<file path="src/hdl/uvsig_pkg.sv">
package uvsig_pkg;

    localparam int unsigned MAX_DIVISIONS = 255;
    localparam int unsigned MIN_DIVISIONS = 3;

    localparam int unsigned DIV_W   = 8;
    localparam int unsigned INDEX_W = 16;

    localparam logic [DIV_W-1:0] LAT_DIV_RESET  = DIV_W'(12);
    localparam logic [DIV_W-1:0] LONG_DIV_RESET = DIV_W'(24);

    // Configuration register indexes.
    localparam logic REG_LAT_DIV  = 1'b0;
    localparam logic REG_LONG_DIV = 1'b1;

    typedef enum logic [1:0] {
        PH_BODY_A = 2'd0,
        PH_BODY_B = 2'd1,
        PH_NORTH  = 2'd2,
        PH_SOUTH  = 2'd3
    } t_phase;

    // Clamp a division count into the supported range.
    function automatic logic [DIV_W-1:0] eff_div(input logic [DIV_W-1:0] v);
        logic [DIV_W:0] wide;
        wide = {1'b0, v};
        if (wide < (DIV_W+1)'(MIN_DIVISIONS)) begin
            return DIV_W'(MIN_DIVISIONS);
        end else if (wide > (DIV_W+1)'(MAX_DIVISIONS)) begin
            return DIV_W'(MAX_DIVISIONS);
        end
        return v;
    endfunction

endpackage

</file>
<file path="src/hdl/uv_sphere_index_generator.sv">
// An accepted item's triangle is written to the output register in the cycle after it is taken.
// Throughput: one triangle per cycle; the next item is taken while a result is
// being handed over, so only a stalled output holds the input back.
// The critical path is one 8x8 multiply for the pole index feeding a 16-bit add.
// Reset (synchronous, active low) restores the division registers to 12 and 24,
// clears the mesh counters to the first body triangle and empties the output.
module uv_sphere_index_generator (
    input  logic                              i_clk,
    input  logic                              i_rst_n,
    input  logic                              i_cfg_wr_en,
    input  logic                              i_cfg_index,
    input  logic [uvsig_pkg::DIV_W-1:0]       i_cfg_data,
    input  logic                              i_in_valid,
    output logic                              o_in_ready,
    input  logic                              i_restart,
    output logic                              o_out_valid,
    input  logic                              i_out_ready,
    output logic [uvsig_pkg::INDEX_W-1:0]     o_index_a,
    output logic [uvsig_pkg::INDEX_W-1:0]     o_index_b,
    output logic [uvsig_pkg::INDEX_W-1:0]     o_index_c,
    output logic                              o_last_triangle
);

    localparam int unsigned DW = uvsig_pkg::DIV_W;
    localparam int unsigned IW = uvsig_pkg::INDEX_W;

    logic [DW-1:0]     r_lat_div;
    logic [DW-1:0]     r_long_div;
    uvsig_pkg::t_phase r_phase;
    uvsig_pkg::t_phase n_phase;
    logic [DW-1:0]     r_col;
    logic [DW-1:0]     n_col;
    logic [DW-1:0]     r_band;
    logic [DW-1:0]     n_band;
    logic [IW-1:0]     r_base;
    logic [IW-1:0]     n_base;
    logic              r_out_valid;
    logic [IW-1:0]     r_index_a;
    logic [IW-1:0]     r_index_b;
    logic [IW-1:0]     r_index_c;
    logic              r_last;

    logic              in_accept;
    logic [DW-1:0]     lat;
    logic [DW-1:0]     lon;
    uvsig_pkg::t_phase cur_phase;
    logic [DW-1:0]     cur_col;
    logic [DW-1:0]     cur_band;
    logic [IW-1:0]     cur_base;
    logic [DW-1:0]     col_next;
    logic              col_last;
    logic              band_last;
    logic [IW-1:0]     north;
    logic [IW-1:0]     south0;
    logic [IW-1:0]     lon_w;
    logic [IW-1:0]     col_w;
    logic [IW-1:0]     coln_w;
    logic [IW-1:0]     idx_a;
    logic [IW-1:0]     idx_b;
    logic [IW-1:0]     idx_c;
    logic              last;

    assign in_accept  = i_in_valid && o_in_ready;
    assign o_in_ready = !r_out_valid || i_out_ready;

    assign lat = uvsig_pkg::eff_div(r_lat_div);
    assign lon = uvsig_pkg::eff_div(r_long_div);

    // A restart item behaves as if the counters had just been cleared.
    assign cur_phase = i_restart ? uvsig_pkg::PH_BODY_A : r_phase;
    assign cur_col   = i_restart ? '0 : r_col;
    assign cur_band  = i_restart ? '0 : r_band;
    assign cur_base  = i_restart ? '0 : r_base;

    assign col_last  = cur_col >= (lon - DW'(1));
    assign col_next  = col_last ? '0 : cur_col + DW'(1);
    assign band_last = cur_band >= (lat - DW'(3));

    assign lon_w  = IW'(lon);
    assign col_w  = IW'(cur_col);
    assign coln_w = IW'(col_next);
    assign north  = IW'(lat - DW'(1)) * lon_w;
    assign south0 = north - lon_w;

    // Next state of the mesh walk.
    always_comb begin
        n_phase = cur_phase;
        n_col   = cur_col;
        n_band  = cur_band;
        n_base  = cur_base;
        unique case (cur_phase)
            uvsig_pkg::PH_BODY_A: begin
                n_phase = uvsig_pkg::PH_BODY_B;
            end
            uvsig_pkg::PH_BODY_B: begin
                n_phase = uvsig_pkg::PH_BODY_A;
                n_col   = col_next;
                if (col_last && band_last) begin
                    n_phase = uvsig_pkg::PH_NORTH;
                end else if (col_last) begin
                    n_band = cur_band + DW'(1);
                    n_base = cur_base + lon_w;
                end
            end
            uvsig_pkg::PH_NORTH: begin
                n_phase = uvsig_pkg::PH_SOUTH;
            end
            uvsig_pkg::PH_SOUTH: begin
                n_col = col_next;
                if (col_last) begin
                    n_phase = uvsig_pkg::PH_BODY_A;
                    n_band  = '0;
                    n_base  = '0;
                end else begin
                    n_phase = uvsig_pkg::PH_NORTH;
                end
            end
            default: begin
                n_phase = uvsig_pkg::PH_BODY_A;
            end
        endcase
    end

    // Triangle corners for the current step.
    always_comb begin
        last = 1'b0;
        unique case (cur_phase)
            uvsig_pkg::PH_BODY_A: begin
                idx_a = cur_base + col_w;
                idx_b = cur_base + lon_w + col_w;
                idx_c = cur_base + coln_w;
            end
            uvsig_pkg::PH_BODY_B: begin
                idx_a = cur_base + coln_w;
                idx_b = cur_base + lon_w + col_w;
                idx_c = cur_base + lon_w + coln_w;
            end
            uvsig_pkg::PH_NORTH: begin
                idx_a = north;
                idx_b = col_w;
                idx_c = coln_w;
            end
            uvsig_pkg::PH_SOUTH: begin
                idx_a = south0 + coln_w;
                idx_b = south0 + col_w;
                idx_c = north + IW'(1);
                last  = col_last;
            end
            default: begin
                idx_a = '0;
                idx_b = '0;
                idx_c = '0;
            end
        endcase
    end

    always_ff @(posedge i_clk) begin
        if (!i_rst_n) begin
            r_lat_div  <= uvsig_pkg::LAT_DIV_RESET;
            r_long_div <= uvsig_pkg::LONG_DIV_RESET;
        end else if (i_cfg_wr_en) begin
            unique case (i_cfg_index)
                uvsig_pkg::REG_LAT_DIV:  r_lat_div  <= i_cfg_data;
                uvsig_pkg::REG_LONG_DIV: r_long_div <= i_cfg_data;
                default: r_lat_div <= r_lat_div;
            endcase
        end
    end

    always_ff @(posedge i_clk) begin
        if (!i_rst_n) begin
            r_phase <= uvsig_pkg::PH_BODY_A;
            r_col   <= '0;
            r_band  <= '0;
            r_base  <= '0;
        end else if (in_accept) begin
            r_phase <= n_phase;
            r_col   <= n_col;
            r_band  <= n_band;
            r_base  <= n_base;
        end
    end

    always_ff @(posedge i_clk) begin
        if (!i_rst_n) begin
            r_out_valid <= 1'b0;
        end else if (in_accept) begin
            r_out_valid <= 1'b1;
        end else if (i_out_ready) begin
            r_out_valid <= 1'b0;
        end
    end

    always_ff @(posedge i_clk) begin
        if (in_accept) begin
            r_index_a <= idx_a;
            r_index_b <= idx_b;
            r_index_c <= idx_c;
            r_last    <= last;
        end
    end

    assign o_out_valid     = r_out_valid;
    assign o_index_a       = r_index_a;
    assign o_index_b       = r_index_b;
    assign o_index_c       = r_index_c;
    assign o_last_triangle = r_last;

    a_accept_gives_result: assert property (@(posedge i_clk) disable iff (!i_rst_n)
        in_accept |=> o_out_valid)
        else $error("accepted item produced no result");

    a_north_then_south: assert property (@(posedge i_clk) disable iff (!i_rst_n)
        (in_accept && !i_restart && r_phase == uvsig_pkg::PH_NORTH)
            |=> r_phase == uvsig_pkg::PH_SOUTH)
        else $error("north cap triangle not followed by south cap");

    a_last_clears_walk: assert property (@(posedge i_clk) disable iff (!i_rst_n)
        (o_out_valid && o_last_triangle)
            |-> (r_phase == uvsig_pkg::PH_BODY_A && r_col == '0 && r_band == '0
                 && r_base == '0))
        else $error("mesh counters not cleared after final triangle");

endmodule
</file>
<file path="config.mk">
export PLATFORM = sky130hd
export DESIGN_NAME = uv_sphere_index_generator
export DESIGN_NICKNAME = d
export VERILOG_FILES = /design/src/hdl/uvsig_pkg.sv /design/src/hdl/uv_sphere_index_generator.sv
export SDC_FILE = /design/constraint.sdc
export NUM_CORES = 1
export LEC_CHECK = 0
export BUFFER_PORTS_ARGS = -buffer_cell sky130_fd_sc_hd__buf_2
export CORE_MARGIN = 1
export CORE_UTILIZATION = 39
export CTS_BUF_LIST = sky130_fd_sc_hd__clkbuf_4 sky130_fd_sc_hd__clkbuf_8
export CTS_CLUSTER_DIAMETER = 60
export DETAILED_ROUTE_END_ITERATION = 8
export MAX_ROUTING_LAYER = met4
export SYNTH_ARGS = -nofsm -noshare
export SYNTH_HDL_FRONTEND = slang
export SYNTH_SLANG_ARGS = --single-unit
</file>
<file path="constraint.sdc">
create_clock -name i_clk -period 9.6 [get_ports i_clk]
set_input_delay 0.48 -clock i_clk [delete_from_list [all_inputs] [get_ports i_clk]]
set_output_delay 0.48 -clock i_clk [all_outputs]
set_load 0.01 [all_outputs]
</file>
==> metrics.md, run 1 <==
| Metric | Value |
|---|---|
| Critical path buffer and inverter count | 5 |
| Crit path capture type | flip-flop |
| Met2 Wirelength | 17000 microns |
| Number of global-route vias before repair | 10300 |
| Fraction of layout cells with a size suffix above 1 | 8.61% |
| Starting Density | slightly below 40% |
| Detail Route Antenna Nets | 0 |
| Met1 WL | 17400 microns |
| Worst hold start | i_cfg_data[3] |
| Final setup TNS | 0 ns |
| Cell Rows | 64 |
| Share of async-settable or async-resettable flops after synthesis | 0% |
| Reg2Reg Setup Slack | around 1.5 ns |
| GPL Wtd Cong | roughly 0.94 |
| DR top layer | met4 |
| Lkg Pwr | 5.58 nW |
| Skew-Pair Late Insertion Delay | 0.42 ns |
| Final setup vio count | 0 |
| Post-synth cell types | 90 |
| Worst-margin pin slew | 1.07 ns |
| Crit-path max cell delay | 0.55 ns |
| Setup Buffers After CTS | 0 |
| Yosys reg bits | 100 |
| DR vias | 10700 |
| Clk sinks | 100 |
| Min Tclk post-route | 8.07 ns |
| Clock tree buffer depth | 2 |
| Slowest CP cell | xnor2_1 |
| Htree depth | 3 |
| Critical Path Source Type | flip-flop |
| Critical setup path kind | reg -> reg |
| Io pins | 66 |
| DR vias/cell | 5.61 |
| CP delay by family, top | adder cells |
| Relative slew slack | 28.4% |
| Status | finished, final reports clean |
| RSZ-0062 raised after global routing | false |
| Die W | 178 microns |
| Mapped Area | 12100 sq um |
| First-pass GRT wire length | 58200 microns |
| Peak Freq | ~120 MHz |
| CTS tree | built |
| Routed WL | 37300 microns |
| Total CTS buffers | 9 |
| Worst Hold Endpoint | r_lat_div[3]$_SDFFE_PN1P_ |
| Clock-pin slew of the registers on the worst-case setup and hold paths | 0.13 ns |
| Final core occ | 42.4% |
| Worst reg-to-reg path cell count | 27 |
| Tcrit/Tclk final | ~84% |
| Synth Flop Type | dfxtp_1 |
| Met3 Routed Length | 1660 microns |
| Synth Instances | 1480 |
| Max_cap viols | 0 |
| Largest net degree at the start of global routing | between 50 and 60 |
| Nets | roughly 1700 |
| Final hold vios | 0 |
| Hold-fix buffer count after cts | 0 |
| Routed wire per std cell | 19.6 microns |
| First DRT Iteration DRCs | 873 |
| Post-CTS Resized | 0 |
| Hold Crit Class | in -> reg |
| Syn_nets | 1666 |
| Area of the core | 30500 sq um |
| Number of port buffers | 65 |
| Critical path data arrival time | 8.29 ns |
| Worst r2r src | r_lat_div[2]$_SDFFE_PN1P_ |
| Die ar. | 31700 sq um |
| Share of the yosys chip area belonging to registers | 20.6% |
| Synth Warn # | 0 |
| VDD IR max | roughly 0.00015 V |
| Clock root cell | clkbuf_8 |
| Number of flops mapped to enable cells by yosys | ~50 |
| Crit-path max FO | 11 |
| RR Endpoint | o_index_a[9]$_DFFE_PP_ |
| Pwr Density | 140 nW/um^2 |
| Worst clock skew | 0.0255 ns |
| Antenna cells | 0 |
| Mean Syn Cell Area | 8.16 sq um |
| 1st-pass router iterations | 5 |
| GRT Total Usage | 24.8% |
| Residual DRC | 0 |
| Critical Path RT | roughly 9.8 ns |
| Die Span Y | 178 microns |
| Critical Path Most Common Cell | inv_1 |
| Final Max Tran Viols | 0 |
| Remaining global-route overflow | 0 |
| Depth of the worst hold-timing path | 3 |
| Final HPWL DP | 29500 microns |
| Number of antenna violations at the first check in global routing | 0 |
| Area delta synth->final | 7.20% |
==> flip-flops by register name (all words and copies together), names as in the netlist <==
name	flops
o_index_a	16
o_index_b	16
o_index_c	16
o_last_triangle	1
o_out_valid	1
r_band	8
r_base	16
r_col	8
r_lat_div	8
r_long_div	8
r_phase	2
==> power by group <==
part           total [mW]  internal, mW  switching, mW
Clock               0.312         0.125          0.187
Sequential          0.476         0.464         0.0119
Combinational        1.02         0.383          0.639
Total                1.81         0.972          0.838
==> synth_stat cells (10+ instances only) <==
| library cell | instances | area, sq um |
|---|---|---|
| nand2_1 | 156 | 586 |
| a22oi_1 | 16 | 120 |
| a22o_1 | 15 | 131 |
| nor2_1 | 131 | 492 |
| and3_1 | 14 | 87.6 |
| nor2b_1 | 43 | 269 |
| inv_1 | 140 | 526 |
| edfxtp_1 | 49 | 1470 |
| o211ai_1 | 14 | 105 |
| a21boi_0 | 17 | 128 |
| xnor2_1 | 87 | 762 |
| dfxtp_1 | 51 | 1020 |
| ha_1 | 109 | 1360 |
| or3_1 | 12 | 75.1 |
| a211oi_1 | 10 | 75.1 |
| o21a_1 | 21 | 158 |
| fa_1 | 62 | 1240 |
| o21ai_0 | 72 | 360 |
| clkbuf_1 | 55 | 206 |
| xor2_1 | 31 | 272 |
| a21o_1 | 25 | 188 |
| nor3_1 | 30 | 150 |
| a21oi_1 | 85 | 425 |
| and2_1 | 28 | 175 |
| nand3_1 | 29 | 145 |
==> worst min-delay path, cell delays in order <==
cell and delay (ns):
buf_2 0.10, nand2_1 0.05, nand3_1 0.07
==> worst max-delay path by stage <==
stage | startpoint | endpoint | slack [ns] | depth (start not counted)
2_1_floorplan | r_lat_div[2]$_SDFFE_PN1P_ | o_index_b[10]$_SDFFCE_PP0P_ | 2.52 | 29
5_1_grt | r_lat_div[2]$_SDFFE_PN1P_ | o_index_b[12]$_SDFFCE_PP0P_ | 1.06 | 26
3_5_place_dp | r_lat_div[4]$_SDFFE_PN0P_ | o_index_a[9]$_DFFE_PP_ | 1.63 | 26
4_1_cts | r_lat_div[4]$_SDFFE_PN0P_ | o_index_a[9]$_DFFE_PP_ | 1.56 | 26
3_3_place_gp | r_lat_div[4]$_SDFFE_PN0P_ | o_index_a[9]$_DFFE_PP_ | 1.77 | 26
6_report | r_lat_div[2]$_SDFFE_PN1P_ | o_index_a[9]$_DFFE_PP_ | 1.53 | 27
==> placed cells by master, fill, tap and decap left out, drive strengths merged, types with 10 or more instances in the layout <==
master,n
o211ai,14
nor2,131
and3,14
o21a,21
edfxtp,49
nand3,29
a21boi,17
or3,12
a211oi,12
and2,29
dfxtp,51
a22oi,16
a21oi,89
a22o,15
nor4,12
inv,144
fa,62
nand2b,10
xor2,33
a21o,25
nand4,10
nor3,32
nor2b,43
nand2,156
ha,109
o21ai,77
buf,80
xnor2,87
==> layout make-up <==
| class | instances | area, sq um |
|---|---|---|
| Sequential cell | 100 | 2490 |
| Inverter | 142 | 533 |
| Timing Repair Buffer | 80 | 438 |
| Fill cell | 3152 | 17600 |
| Clock inverter | 7 | 81.3 |
| Clock buffer | 9 | 124 |
| Tap cell | 396 | 495 |
| Multi-Input combinational cell | 1172 | 8780 |
==> routing by layer <==
layer	GRT usage, %	vias to the layer above
met2	39.5	333
li1	-	5229
met1	32.8	5060
met5	-	-
met4	8.80	0
met3	2.25	72
==> cells by family after synthesis <==
kind of cell | synth area share, %
adders and majority gates | 21.6
muxes | 0.601
buffers and inverters | 6.66
DFF | 20.6
xor gates and xnor gates | 8.92
and+or+nand+nor | 20.5
AOI/OAI and AO/OA | 21.1
==> stage by stage <==
step | hold slack, ns | total power, mW | worst slack, ns | cell area [sq um] | cells
floorplan | 0.425 | 1.29 | 2.52 | 12100 | 1480
global placement | 0.443 | 1.49 | 1.77 | 12700 | 1890
detailed placement | 0.451 | 1.50 | 1.63 | 12700 | 1890
CTS | 0.277 | 1.81 | 1.56 | 12900 | 1906
global route | 0.309 | 1.94 | 1.06 | 12900 | 1906
finish | 0.291 | 1.81 | 1.53 | 12900 | 1906
Power figures use the tool's default switching activity.
==> run 2: changes to the inputs <==
--- a/config.mk
+++ b/config.mk
@@ -5,6 +5,7 @@
 export SDC_FILE = /design/constraint.sdc
 export NUM_CORES = 1
 export LEC_CHECK = 0
+export ABC_AREA = 1
 export BUFFER_PORTS_ARGS = -buffer_cell sky130_fd_sc_hd__buf_2
 export CORE_MARGIN = 1
 export CORE_UTILIZATION = 39
==> constraint.sdc (replaced) <==
create_clock -name i_clk -period 7.89 [get_ports i_clk]
set_input_delay 0.3945 -clock i_clk [delete_from_list [all_inputs] [get_ports i_clk]]
set_output_delay 0.3945 -clock i_clk [all_outputs]
set_load 0.01 [all_outputs]
==> run 2 against run 1 <==
  * Via count grew 12%
  * Design area grew 4.2%
  * Total power grew 47%
  * Combinational power grew 71%
  * Critical endpoint is now o_index_a[14]$_DFFE_PP_
==> metrics.md, run 2 <==
| Metric | Value |
|---|---|
| Status | finished, final reports clean |
| Most common cell in the netlist | nand2_1 |
| Max_cap viols | 0 (unchanged) |
| DR vias | 12000 (+12%) |
| Clk sinks | 100 (unchanged) |
| Routed WL | 38400 microns (+2.8%) |
| Synth Instances | 1834 (+24%) |
| VDD IR max | 0.000146 V (-3.7%) |
| Critical path data arrival time | 7.40 ns (-0.89 ns) |
| Area after DPL | 13300 sq um (+4.5%) |
| Relative slew slack | 23.0% (-5.4 points) |
| First DRT Iteration DRCs | 949 (+8.7%) |
| Share of async-settable or async-resettable flops after synthesis | 0% (unchanged) |
| Residual DRC | 0 (unchanged) |
| Number of global-route vias before repair | 11600 (+12%) |
| Antenna cells | 0 (unchanged) |
| 1st-pass router iterations | 5 (unchanged) |
| Reg power frac | 22.8% (-3.5 points) |
| Pwr Density | 198 nW/um^2 (+42%) |
| Starting Density | 39.8% (+0.21 points) |
| Crit-path max cell delay | 0.53 ns (-0.02 ns) |
| Post-Synth Simple-Gate Area | 28.6% (+8.2 points) |
| Final core occ | 42.5% (+0.080 points) |
| Die W | 182 microns (+2.2%) |
| Final Max Tran Viols | 0 (unchanged) |
| Mux contribution to synthesized area | 0% (-0.60 points) |
| Worst clock skew | 0.0191 ns (-0.00638 ns) |
| Synth area leader | nand2_1 |
| Peak Freq | 139 MHz (+12%) |
| Multi-input gate area | 8690 sq um (-1.0%) |
| Hold-fix buffer count after cts | 0 (unchanged) |
| Power, Total | 2.67 mW (+47%) |
| Adder-cell share of the synthesized area | 20.6% (-0.93 points) |
| Cell Rows | 65 (+1.6%) |
| Final HPWL DP | 30700 microns (+3.8%) |
| Crit-path max FO | 7 (-4) |
| Synth top cells by count | nand2_1 (415), inv_1 (298), nor2_1 (160) |
| Die ar. | 33100 sq um (+4.5%) |
| Register area | 2490 sq um (unchanged) |
| Crit path capture type | flip-flop |
| Switch share | 52.9% (+6.6 points) |
| Mapped Area | 12600 sq um (+4.5%) |
| Final cell count without fillers | 2281 (+20%) |
| Final setup vio count | 0 (unchanged) |
| Final setup TNS | 0 ns (unchanged) |
| Clock share of power | 12.0% (-5.2 points) |
| Area of the core | 31700 sq um (+4.0%) |
| Design Area, Final | 13500 sq um (+4.2%) |
| DR vias/cell | 5.26 (-6.3%) |
| Number of antenna violations at the first check in global routing | 0 (unchanged) |
| # fillers | 3328 (+5.6%) |
| Total CTS buffers | 9 (unchanged) |
| Commonest non-fill, non-tap cells in the layout | nand2_1 (415), inv_1 (297), nor2_1 (157), a21oi_1 (139) |
| Synth Flop Type | dfxtp_1 |
| RSZ-0062 raised after global routing | false |
| Worst-margin pin slew | 1.15 ns (+0.0846 ns) |
| Fraction of layout cells with a size suffix above 1 | 9.95% (+1.3 points) |
| Min Tclk post-route | 7.21 ns (-0.855 ns) |
| Htree depth | 3 (unchanged) |
| Critical setup path kind | reg -> reg |
| GRT Total Usage | 24.5% (-0.32 points) |
| Critical Path Most Common Cell | ha_1 |
| Area delta synth->final | 6.84% |
| Synth top area share | 12.3% (+0.16 points) |
| Hold Crit Class | in -> reg |
| Nets | 2060 (+22%) |
| Tcrit/Tclk final | 91.4% (+7.4 points) |
| Critical Path Source Type | flip-flop |
| Mean Syn Cell Area | 6.88 sq um (-16%) |
| Clock-pin slew of the registers on the worst-case setup and hold paths | 0.11 ns (-0.02 ns) |
| Internal | 1.26 mW (+29%) |
| Critical Path RT | 8.08 ns (-1.74 ns) |
| Yosys reg bits | 100 (unchanged) |
| Slowest CP cell | fa_1 |
| Remaining global-route overflow | 0 (unchanged) |
| CTS tree | built |
| Syn_nets | 2020 (+21%) |
| Synth Area in Compound Gates | 14.8% (-6.3 points) |
| Number of flops mapped to enable cells by yosys | 49 (unchanged) |
| Number of port buffers | 65 (unchanged) |
| Clock tree buffer depth | 2 (unchanged) |
| Post-synth cell types | 62 (-31%) |
| Share of the yosys chip area belonging to registers | 19.8% (-0.89 points) |
| First-pass GRT wire length | 61600 microns (+5.9%) |
| Placed Instances | 2265 (+20%) |
| Io pins | 66 (unchanged) |
| Largest family of logic cells by synthesized area | simple AND/OR/NAND/NOR gates |
| GPL Wtd Cong | 0.935 (-0.47%) |
| Post-CTS Resized | 0 (unchanged) |
| Lkg Pwr | 6.72 nW (+21%) |
| Gate power share | 65.2% (+8.7 points) |
| Final hold vios | 0 (unchanged) |
| Setup Buffers After CTS | 0 (unchanged) |
| Largest net degree at the start of global routing | 78 (+39%) |
| Clock root cell | clkbuf_8 |
| XOR/XNOR Fraction of Synth Area | 4.69% (-4.2 points) |
| Largest cells by area after synthesis | nand2_1 (12%), edfxtp_1 (12%), ha_1 (11%), fa_1 (9.8%), inv_1 (8.9%) |
| Synth Warn # | 0 (unchanged) |
| Most common cell after layout, fill and taps aside | nand2_1 |
| Sw power | 1.41 mW (+68%) |
| Routed wire per std cell | 16.8 microns (-14%) |
| Die Span Y | 182 microns (+2.2%) |
| Detail Route Antenna Nets | 0 (unchanged) |
| Skew-Pair Late Insertion Delay | 0.42 ns (about the same) |
-- run 2: cell types whose count changed after synthesis, sizes merged, moves of 19 or more --
cell / delta
nand2: +281
inv: +170
nand3: +88
xnor2: -78
nor2: +52
a21oi: +51
nor2b: -43
o21ai: +41
and2: -28
a21o: -20
xor2: +20
o21a: -19
-- run 2: final timing paths --
check / end / startpoint / depth (start not counted) / slack (ns)
setup / recovery: o_index_a[14]$_DFFE_PP_ / r_lat_div[2]$_SDFFE_PN1P_ / 34 / 0.68
hold / removal: r_lat_div[5]$_SDFFE_PN0P_ / i_cfg_data[5] / 3 / 0.22
setup reg to reg: o_index_a[14]$_DFFE_PP_ / r_lat_div[2]$_SDFFE_PN1P_ / 34 / 0.68
hold reg to reg: r_col[4]$_SDFFE_PN0P_ / r_col[4]$_SDFFE_PN0P_ / 2 / 0.48
-- run 2: metrics by stage --
stage / worst slack (ns) / hold slack (ns)
floorplan: 1.14 / 0.445
global placement: 0.817 / 0.455
detailed placement: 0.698 / 0.460
CTS: 0.675 / 0.207
global route: 0.0281 / 0.226
finish: 0.680 / 0.221
-- run 2: power by group through the flow --
stage / registers, mW / logic, mW / clock network (mW)
floorplan: 0.624 / 1.35 / 0
global placement: 0.619 / 1.70 / 0
detailed placement: 0.620 / 1.72 / 0
CTS: 0.608 / 1.73 / 0.330
global route: 0.613 / 1.99 / 0.347
finish: 0.608 / 1.74 / 0.321
-- run 2: kinds of logic after synthesis --
| kind of cell | after synthesis |
|---|---|
| AND/OR/NAND/NOR | 807 |
| buffers and inverters | 365 |
| AO/OA/AOI/OAI | 329 |
| adder cells (fa/ha/maj) | 171 |
| flip-flops | 100 |
| XOR/XNOR | 62 |
-- run 2: critical path: cells and delay by family, from the launching register on --
family	cells	cell delay, ns
flip-flops	1	0.38
buffers and inverters	6	0.40
XOR/XNOR	3	0.99
AO/OA/AOI/OAI	5	0.80
AND/OR/NAND/NOR	11	1.34
adder cells (fa/ha/maj)	9	3.10
-- run 2: layout make-up --
class	count	share of cell area, %
Clock buffer	10	0.975
Clock inverter	6	0.306
Inverter	315	8.85
Multi-Input combinational cell	1369	64.5
Sequential cell	100	18.5
Tap cell	402	3.73
Timing Repair Buffer	79	3.19
-- run 2: metal layers --
metal,vias up,part of all wire [%],GRT usage [%]
li1,6027,-,-
met1,5595,47,31.6
met2,315,46,40.0
met3,53,4.3,2.67
met4,0,2.7,8.13
met5,-,0,-
==> run 3: changes to the inputs <==
--- a/config.mk
+++ b/config.mk
@@ -7,11 +7,13 @@
 export LEC_CHECK = 0
 export ABC_AREA = 1
 export BUFFER_PORTS_ARGS = -buffer_cell sky130_fd_sc_hd__buf_2
+export CORE_ASPECT_RATIO = 1.75
 export CORE_MARGIN = 1
 export CORE_UTILIZATION = 39
 export CTS_BUF_LIST = sky130_fd_sc_hd__clkbuf_4 sky130_fd_sc_hd__clkbuf_8
 export CTS_CLUSTER_DIAMETER = 60
 export DETAILED_ROUTE_END_ITERATION = 8
+export GPL_ROUTABILITY_DRIVEN = 0
 export MAX_ROUTING_LAYER = met4
 export SYNTH_ARGS = -nofsm -noshare
 export SYNTH_HDL_FRONTEND = slang
==> constraint.sdc (replaced) <==
create_clock -name i_clk -period 9.2 [get_ports i_clk]
set_input_delay 0.46 -clock i_clk [delete_from_list [all_inputs] [get_ports i_clk]]
set_output_delay 0.46 -clock i_clk [all_outputs]
set_load 0.01 [all_outputs]
==> run 3 against run 2 <==
  * Routed wire length increased by 8.0%
  * Critical path type unchanged
  * Setup slack improved by 0.84 ns
  * Highest routed layer unchanged
  * Sequential power decreased by 14%
  * Critical endpoint unchanged
==> metrics.md, run 3 (same netlist as run 2, synthesis figures left out) <==
| Metric | Value |
|---|---|
| Skew-Pair Late Insertion Delay | 0.42 ns (about the same) |
| Tcrit/Tclk final | 83.5% (-7.9 points) |
| Max_cap viols | 0 (unchanged) |
| Routed WL | 41400 microns (+8.0%) |
| Fraction of layout cells with a size suffix above 1 | 9.91% (-0.043 points) |
| Residual DRC | 0 (unchanged) |
| Critical Path RT | 9.37 ns (+1.29 ns) |
| # fillers | 3397 (+2.1%) |
| Reg2Reg Setup Slack | 1.52 ns (+0.84 ns) |
| Final hold vios | 0 (unchanged) |
| Post-CTS Resized | 0 (unchanged) |
| Number of port buffers | 65 (unchanged) |
| Die ar. | 33100 sq um (about the same) |
| First DRT Iteration DRCs | 728 (-23%) |
| Dpl ws | 1.61 ns (+0.914 ns) |
| Slowest CP cell | fa_1 |
| DR vias/cell | 5.42 (+3.2%) |
| Area delta synth->final | 6.89% (about the same) |
| Antenna cells | 0 (unchanged) |
| Routed wire per std cell | 18.2 microns (+8.3%) |
| First-pass GRT wire length | 64200 microns (+4.2%) |
| Total CTS buffers | 9 (unchanged) |
| Starting Density | 39.9% (+0.10 points) |
| VDD IR max | 0.000123 V (-16%) |
| Worst r2r src | r_lat_div[2]$_SDFFE_PN1P_ |
| Met1 Track Usage GR | 26.3% (-5.3 points) |
| Clock-pin slew of the registers on the worst-case setup and hold paths | 0.11 ns (about the same) |
| Number of antenna violations at the first check in global routing | 0 (unchanged) |
| Hold-fix buffer count after cts | 0 (unchanged) |
| Die W | 138 microns (-24%) |
| Cell Rows | 86 (+32%) |
| Min Tclk post-route | 7.68 ns (+0.472 ns) |
| Grt peak-use layer | met2 |
| Worst hold start | i_cfg_data[2] |
| Clock root cell | clkbuf_8 |
| Worst setup path start | r_lat_div[2]$_SDFFE_PN1P_ |
| Multi-input gate area | 8680 sq um (about the same) |
| Peak Freq | 130 MHz (-6.1%) |
| RSZ-0062 raised after global routing | false |
| DR vias | 12300 (+2.8%) |
| Most common cell after layout, fill and taps aside | nand2_1 |
| Final Max Tran Viols | 0 (unchanged) |
| Detail Route Antenna Nets | 0 (unchanged) |
| Final setup TNS | 0 ns (unchanged) |
| Met3 GRT Util | 2.95% (+0.28 points) |
| Setup ws final | 1.52 ns (+0.838 ns) |
| Final setup vio count | 0 (unchanged) |
| Crit-path max cell delay | 0.52 ns (about the same) |
| Worst clock skew | 0.0183 ns (-0.000748 ns) |
| Remaining global-route overflow | 0 (unchanged) |
| Clk sinks | 100 (unchanged) |
| 1st-pass router iterations | 7 (+2) |
| Final HPWL DP | 33700 microns (+9.8%) |
| GRT Total Usage | 26.8% (+2.3 points) |
| Lkg Pwr | 6.73 nW (about the same) |
| Htree depth | 3 (unchanged) |
| Area of the core | 31600 sq um (-0.26%) |
| Die Span Y | 240 microns (+32%) |
| Setup Buffers After CTS | 0 (unchanged) |
| Crit path capture type | flip-flop |
| Register area | 2490 sq um (unchanged) |
| Number of global-route vias before repair | 12100 (+4.2%) |
| Io pins | 66 (unchanged) |
| CTS tree | built |
| Commonest non-fill, non-tap cells in the layout | nand2_1 (415), inv_1 (297), nor2_1 (157), a21oi_1 (139) |
| Nets | 2058 (-0.097%) |
| Largest net degree at the start of global routing | 79 (+1.3%) |
| Clock tree buffer depth | 2 (unchanged) |
| Critical setup path kind | reg -> reg |
| Critical path data arrival time | 7.86 ns (+0.46 ns) |
| Relative slew slack | 30.5% (+7.5 points) |
| Pwr Density | 176 nW/um^2 (-11%) |
| Hold Crit Class | in -> reg |
| M2 GR Usage | 47.9% (+7.9 points) |
| Worst-margin pin slew | 1.03 ns (-0.117 ns) |
| Status | finished, final reports clean |
| Crit-path max FO | 11 (+4) |
| Critical Path Source Type | flip-flop |
-- run 3: metal layers --
metal  routed length (microns)  part of all wire, %
met5                         0                    0
met4                      3360                  8.1
met3                      1540                  3.7
met2                     21700                   52
met1                     14800                   36
-- run 3: path summary, 6_finish.rpt --
kind | to | cells past startpoint
setup / recovery | o_index_a[14]$_DFFE_PP_ | 36
hold / removal | r_lat_div[2]$_SDFFE_PN1P_ | 3
setup reg to reg | o_index_a[14]$_DFFE_PP_ | 36
hold reg to reg | r_col[4]$_SDFFE_PN0P_ | 2
-- run 3: per-stage QoR --
step / hold WS [ns] / utilization (%) / power [mW] / cell area, sq um / std cells
2_1_floorplan: 0.445 / - / 1.69 / 12600 / 1834
3_3_place_gp: 0.457 / 42.0 / 2.03 / 13300 / 2257
3_5_place_dp: 0.472 / 42.0 / 2.06 / 13300 / 2257
4_1_cts: 0.274 / 42.6 / 2.38 / 13500 / 2273
5_1_grt: 0.305 / 42.6 / 2.59 / 13500 / 2273
6_report: 0.288 / 42.6 / 2.37 / 13500 / 2273
-- run 3: layout make-up --
| type | count | area share, % |
|---|---|---|
| clock inverters | 5 | 0.455 |
| multi-input cells | 1369 | 64.4 |
| clock buffers | 11 | 1.08 |
| well taps | 396 | 3.67 |
| flip-flops and latches | 100 | 18.5 |
| inverters | 315 | 8.84 |
| repair buffers | 77 | 3.08 |
-- run 3: report_power, final --
part	leakage, nW	internal (mW)	switching, mW
sequential	0.911	0.503	0.0201
combinational	5.72	0.473	1.06
clock	0.0956	0.137	0.180
total	6.73	1.11	1.26
-- run 3: critical path, delay by kind of cell (launching register included) --
family | cells | cell delay, ns
fa+ha+maj | 9 | 3.16
buf+inv | 7 | 0.50
flops | 1 | 0.39
simple gates | 13 | 1.52
xor+xnor | 3 | 1.02
compound gates | 4 | 0.84
